### config.mk
export PLATFORM = sky130hd
export DESIGN_NAME = knn_ctrl
export DESIGN_NICKNAME = d
export VERILOG_FILES = /design/src/knn_pkg.sv /design/src/knn_ctrl.sv
export VERILOG_INCLUDE_DIRS = /design/src /design/src/src
export SDC_FILE = /design/constraint.sdc
export NUM_CORES = 1
export LEC_CHECK = 0
export ABC_CLOCK_PERIOD_IN_PS = 3440
export BUFFER_PORTS_ARGS = -buffer_cell sky130_fd_sc_hd__clkbuf_2
export CAP_MARGIN = 10
export CORE_AREA = 2 2 39 41
export DETAILED_ROUTE_END_ITERATION = 10
export DIE_AREA = 0 0 41 43
export PLACE_DENSITY = 0.56
export SKIP_CTS_REPAIR_TIMING = 1
export SYNTH_ARGS = -nofsm -noshare
export SYNTH_HDL_FRONTEND = slang
export SYNTH_SLANG_ARGS = --single-unit
### constraint.sdc
create_clock -name clk -period 3.44 [get_ports clk]
set_clock_uncertainty 0.1 [all_clocks]
set_input_delay 0.344 -clock clk [delete_from_list [all_inputs] [get_ports clk]]
set_output_delay 0.344 -clock clk [all_outputs]
set_load 0.05 [all_outputs]
### src/knn_binary_classifier_top_defines.svh
// Assertion macros shared by the classifier modules
`ifndef KNN_BINARY_CLASSIFIER_TOP_DEFINES_SVH
`define KNN_BINARY_CLASSIFIER_TOP_DEFINES_SVH

// Same-cycle implication, checked out of reset
`define KNN_ASSERT_NOW(lbl, ante, cons, msg) \
  lbl: assert property (@(posedge clk) disable iff (rst) (ante) |-> (cons)) else $error(msg);

// Next-cycle implication, checked out of reset
`define KNN_ASSERT_NEXT(lbl, ante, cons, msg) \
  lbl: assert property (@(posedge clk) disable iff (rst) (ante) |=> (cons)) else $error(msg);

`endif

### src/knn_pkg.sv
// Shared types and constants of the k-nearest-neighbour classifier
`default_nettype none

package knn_pkg;

  localparam int RATE_W   = 13;
  localparam int INST_W   = 28;
  localparam int PUB_W    = 4;
  localparam int OP_W     = 2;
  localparam int STATUS_W = 3;
  localparam int TOTAL_W  = 32;
  localparam int K_W      = 4;
  localparam int REC_W    = RATE_W + INST_W + PUB_W + 1;

  localparam logic [K_W-1:0]     K_RESET   = 4'd5;
  localparam logic [TOTAL_W-1:0] TOTAL_MAX = '1;

  localparam int STORE_DEPTH_DEF   = 1024;
  localparam int MAX_NEIGHBORS_DEF = 15;
  localparam int FRACTION_BITS_DEF = 12;

  typedef enum logic [OP_W-1:0] {
    OP_CLEAR  = 2'd0,
    OP_APPEND = 2'd1,
    OP_QUERY  = 2'd2,
    OP_NONE   = 2'd3
  } op_t;

  typedef enum logic [STATUS_W-1:0] {
    ST_CLEARED    = 3'd0,
    ST_STORED     = 3'd1,
    ST_FULL       = 3'd2,
    ST_CLASSIFIED = 3'd3,
    ST_EMPTY      = 3'd4
  } status_t;

  typedef enum logic [2:0] {
    S_IDLE,
    S_APPLY,
    S_SCAN,
    S_DRAIN,
    S_VOTE,
    S_POST,
    S_EMIT
  } state_t;

  typedef struct packed {
    logic capture;
    logic start_query;
    logic apply;
    logic issue;
    logic vote;
    logic post;
    logic load_out;
  } ctrl_cmd_t;

  typedef struct packed {
    logic store_empty;
    logic last_issue;
    logic pipe_empty;
  } ctrl_stat_t;

endpackage

`default_nettype wire

### src/knn_ctrl.sv
// Controller: sequences clear, append and query scan, owns the handshakes
`default_nettype none
`include "knn_binary_classifier_top_defines.svh"

module knn_ctrl (
  input  wire logic                      clk,
  input  wire logic                      rst,
  input  wire logic                      in_valid,
  output logic                           in_stall,
  input  wire logic [knn_pkg::OP_W-1:0]  operation,
  output logic                           out_valid,
  input  wire logic                      out_stall,
  output knn_pkg::ctrl_cmd_t             cmd,
  input  wire knn_pkg::ctrl_stat_t       stat
);

  knn_pkg::state_t state, state_next;
  logic            accept;
  logic            out_free;
  logic            out_valid_next;

  assign accept   = in_valid && !in_stall;
  assign out_free = !out_valid || !out_stall;

  always_comb begin
    state_next = state;
    unique case (state)
      knn_pkg::S_IDLE: begin
        if (accept) begin
          priority if (operation == knn_pkg::OP_NONE) begin
            state_next = knn_pkg::S_IDLE;
          end else if ((operation == knn_pkg::OP_QUERY) && !stat.store_empty) begin
            state_next = knn_pkg::S_SCAN;
          end else begin
            state_next = knn_pkg::S_APPLY;
          end
        end
      end
      knn_pkg::S_APPLY: state_next = knn_pkg::S_EMIT;
      knn_pkg::S_SCAN:  if (stat.last_issue) state_next = knn_pkg::S_DRAIN;
      knn_pkg::S_DRAIN: if (stat.pipe_empty) state_next = knn_pkg::S_VOTE;
      knn_pkg::S_VOTE:  state_next = knn_pkg::S_POST;
      knn_pkg::S_POST:  state_next = knn_pkg::S_EMIT;
      knn_pkg::S_EMIT:  if (out_free) state_next = knn_pkg::S_IDLE;
      default:          state_next = knn_pkg::S_IDLE;
    endcase
  end

  always_comb begin
    in_stall        = (state != knn_pkg::S_IDLE);
    cmd             = '0;
    cmd.capture     = accept;
    cmd.start_query = accept && (operation == knn_pkg::OP_QUERY) && !stat.store_empty;
    cmd.apply       = (state == knn_pkg::S_APPLY);
    cmd.issue       = (state == knn_pkg::S_SCAN);
    cmd.vote        = (state == knn_pkg::S_VOTE);
    cmd.post        = (state == knn_pkg::S_POST);
    cmd.load_out    = (state == knn_pkg::S_EMIT) && out_free;
    out_valid_next  = cmd.load_out || (out_valid && out_stall);
  end

  always_ff @(posedge clk) begin
    if (rst) begin
      state     <= knn_pkg::S_IDLE;
      out_valid <= 1'b0;
    end else begin
      state     <= state_next;
      out_valid <= out_valid_next;
    end
  end

  `KNN_ASSERT_NOW(a_scan_nonempty, cmd.issue, !stat.store_empty, "scan of empty store")
  `KNN_ASSERT_NOW(a_idle_drained, state == knn_pkg::S_IDLE, stat.pipe_empty, "pipe busy in idle")
  `KNN_ASSERT_NEXT(a_emit_shows, cmd.load_out, out_valid, "result not presented")

endmodule

`default_nettype wire
* After elaboration in Yosys (flattened, before gate mapping) *
Index checks and enable logic that the tools add are counted.

cells by class
  equal/unequal tests = 12
  multiplexer cells = 7
  reductions and logical operators = 16

operators with widths
  cell                count
  $pmux 3 s6          1
  $mux 3              4
  $eq 3x3->1 const B  3
  $eq 3x2->1 const B  2
  $logic_and 1x1->1   6
  $ne 2x2->1 const B  3
  $eq 2x2->1 const B  2
  $logic_not 1->1     4
  $mux 2              2
  $reduce_and 4->1    1
  $eq 3x1->1 const B  1
  $logic_not 3->1     1
  $reduce_bool 3->1   1
  $logic_or 1x1->1    2
  $ne 2x1->1 const B  1
  $reduce_or 2->1     1

word-level totals
  register bits = 4
  bits of input ports = 9
  output and inout bits = 9
  logic and storage cells = 37

* Logic depth before layout (Yosys ltp) *
  depth in word-level cells = 6
  mapped depth = 4
  mapped depth without buffers = 4

* Worst setup path before layout *
No wires, ideal clock.

  path type = register to output
  start = reg state[0]
  end = out cmd[4] in the netlist's numbering
  arrival = 1.732 ns
  required time = 2.996 ns
  setup slack = 1.264 ns
  stages on the path, launching flop included = 3
  buffers on the path = 1
  path through = dfxtp_1 buf_2 nor3b_1

RTL lines
  what                      RTL line        text
  start: declaration        knn_ctrl.sv:17  knn_pkg::state_t state, state_next;
  start signal: assignment  knn_ctrl.sv:64  state <= knn_pkg::S_IDLE;
  start signal: assignment  knn_ctrl.sv:67  state <= state_next;
  end: declaration          knn_ctrl.sv:13  output knn_pkg::ctrl_cmd_t cmd,

==> impl_metrics.json <==
{
  "yosys-top-cells-area": "dfxtp_1, nor2b_1, nor3_1",
  "clock_path_buffers": 2,
  "p_sw_frac": 0.573,
  "syn_avg_cell_area_sq_um": 7.78,
  "fin_cells": 74,
  "die_area_sq_um": 1760,
  "antenna_cells": 0,
  "coreArea_sq_um": 1380,
  "drtAntennaViolNets": 0,
  "worstPathArrival_ns": 1.51,
  "ys.flop_type": "dfxtp_1",
  "r2r_slack_ns": 1.84,
  "ys_seq_area_frac": 0.245,
  "worstMarginPinSlew_ns": 0.447,
  "power_frac_comb": 0.624,
  "maxSlewViolCount": 0,
  "grt_pass1_wl_um": 1080,
  "grt_pass1_vias": 284,
  "crit_required_ns": 3.00,
  "dr_total_vias": 336,
  "r2r_cells": 4,
  "drv_cap": 0,
  "power.net_switching_uw": 261,
  "grt_use_total": 0.0936,
  "avgViaCountPerCell": 4.54,
  "drt_iter0_markers": 5,
  "yosysTopAreaCell": "dfxtp_1",
  "cts.sinks": 4,
  "cts-buffers-inserted": 3,
  "powerDensity_nw_per_um2": 1060,
  "yosys_warnings": 0,
  "area_growth_pct": 31.4,
  "synth_cell_types": 23,
  "hpwl_um": 580,
  "synth_top_family_by_area": "simple AND/OR/NAND/NOR gates",
  "synth_cells": 42,
  "fp.dieH_um": 43,
  "ys_ff_latch": 4,
  "relSlewSlack": 0.702,
  "synth_mux_area_frac": 0.0460,
  "start_util": 0.236,
  "crit_path_end_kind": "output pin",
  "ctsRootBufferMaster": "clkbuf_4",
  "rsz0062_at_grt": "no",
  "n_fill_cell": 159,
  "nNetsFinal": 69,
  "clkLatencyLatePin_ns": 0.23,
  "grt_start_max_net_pins": 16,
  "synth_compound_area_frac": 0.257,
  "setup_viol": 0,
  "start_kind": "flip-flop",
  "min_from": "rst",
  "fmax_mhz": 512,
  "pwr-share-seq": 0.251,
  "placementRows": 14,
  "fin_crit_sh": 0.568,
  "crit_type": "flip-flop to output pin",
  "irDropWorstVdd_mv": 0.235,
  "synth_edf_count": 0,
  "r2r-start": "state[1]",
  "place.gp.congestion": 0.626,
  "post-route-min-period_ns": 1.95,
  "syn_nets": 51,
  "power_uw": 456,
  "place_inst": 71,
  "drive_above_1_share": 0.379,
  "drc": 0,
  "portBuffers": 17,
  "internal_power_uw": 195,
  "synth_fa_ha_area_frac": 0,
  "clkTransAtPathRegs_ns": 0.04,
  "timing.rr.end": "state[1]",
  "gr-total-overflow": 0,
  "worstHoldEndpoint": "out_valid",
  "ys_top_cells_by_count": "dfxtp_1, nor2b_1, nor3_1",
  "min_path_type": "primary input to flip-flop",
  "htree_levels": 1,
  "cts_tree": "done",
  "grt_antenna_before_repair": 0,
  "dr.pass1.iters": 4,
  "netlist_area_sq_um": 327,
  "synthArstFlopShare": 0,
  "whs_ns": 0.278,
  "yosys.area_share.simple": 0.352,
  "ios": 18,
  "fp.dieW_um": 41,
  "cellLeakagePower_nw": 0.203,
  "totalWireLength_um": 738,
  "tns_ns": 0,
  "cp_max_fo": 11,
  "status": "finished clean",
  "min_path_cells": 2,
  "wire_per_inst_um": 9.97,
  "p_clk_frac": 0.124,
  "synth-xor-area-share": 0,
  "netlist.area_leader.share": 0.245,
  "hold_viol": 0
}
## flip-flops by register name (all words and copies together), names as in the netlist
register   count
state          3
out_valid      1
## placed cells by master, fill, tap and decap left out
cell,instances
dfxtp_1,4
nor3_1,4
clkbuf_4,3
nor3b_1,2
a2111oi_2,1
nor2b_1,4
o22a_1,1
clkbuf_2,17
a2111oi_1,1
nand2_1,2
and3b_1,1
mux2_4,1
a22oi_1,1
and2_1,1
and3_1,1
nor4b_1,1
a22o_1,1
nor2_1,3
o21ai_1,2
inv_1,2
a41oi_1,1
a21oi_1,3
nand2b_1,1
## power by group through the flow
stage	sequential, mW	combinational, mW	clock, mW
after detailed placement	0.115	0.288	0
after CTS	0.114	0.288	0.0596
after global placement	0.113	0.288	0
after global routing	0.121	0.308	0.0628
after floorplan	0.0802	0.282	0
final	0.115	0.285	0.0568
## worst max path at each step
stage          startpoint      to  slack, ns
4_1_cts          state[2]  cmd[0]       1.47
6_report         state[2]  cmd[0]       1.49
2_1_floorplan    state[0]  cmd[4]       1.26
3_3_place_gp     state[2]  cmd[0]       1.75
3_5_place_dp     state[2]  cmd[0]       1.71
5_1_grt          state[2]  cmd[0]       1.36
## through the flow
| step | setup slack (ns) | utilization | area (sq um) |
|---|---|---|---|
| 3_3_place_gp | 1.75 | 0.294 | 407 |
| 4_1_cts | 1.47 | 0.310 | 429 |
| 6_report | 1.49 | 0.310 | 429 |
| 5_1_grt | 1.36 | 0.310 | 429 |
| 2_1_floorplan | 1.26 | - | 327 |
| 3_5_place_dp | 1.71 | 0.294 | 407 |
## worst max-delay path, cell delays in order (launching register included)
cell	delay (ns)
dfxtp_1	0.49
nor2b_1	0.27
nand2_1	0.10
a21oi_1	0.14
clkbuf_2	0.29
## cell type report
| type | instances | area [sq um] | share of cell area |
|---|---|---|---|
| Clock buffer | 3 | 22.5 | 0.0525 |
| Inverter | 2 | 7.51 | 0.0175 |
| Multi-Input combinational cell | 32 | 214 | 0.499 |
| Sequential cell | 4 | 80.1 | 0.187 |
| Tap cell | 16 | 20.0 | 0.0466 |
| Timing Repair Buffer | 17 | 85.1 | 0.198 |
## layer usage
layer  track usage  vias up  share of wire
met1         0.110      139           0.46
met4        0.0600        0              0
met2         0.128       12           0.46
met3        0.0471        0          0.088
met5             0        -              0
li1              -      185              -
## logic make-up after synthesis
family | after synthesis
AOI/OAI and AO/OA | 11
buffers and inverters | 6
DFF | 4
muxes | 1
and+or+nand+nor | 20
No activity file was read; power rests on OpenSTA's default activity.
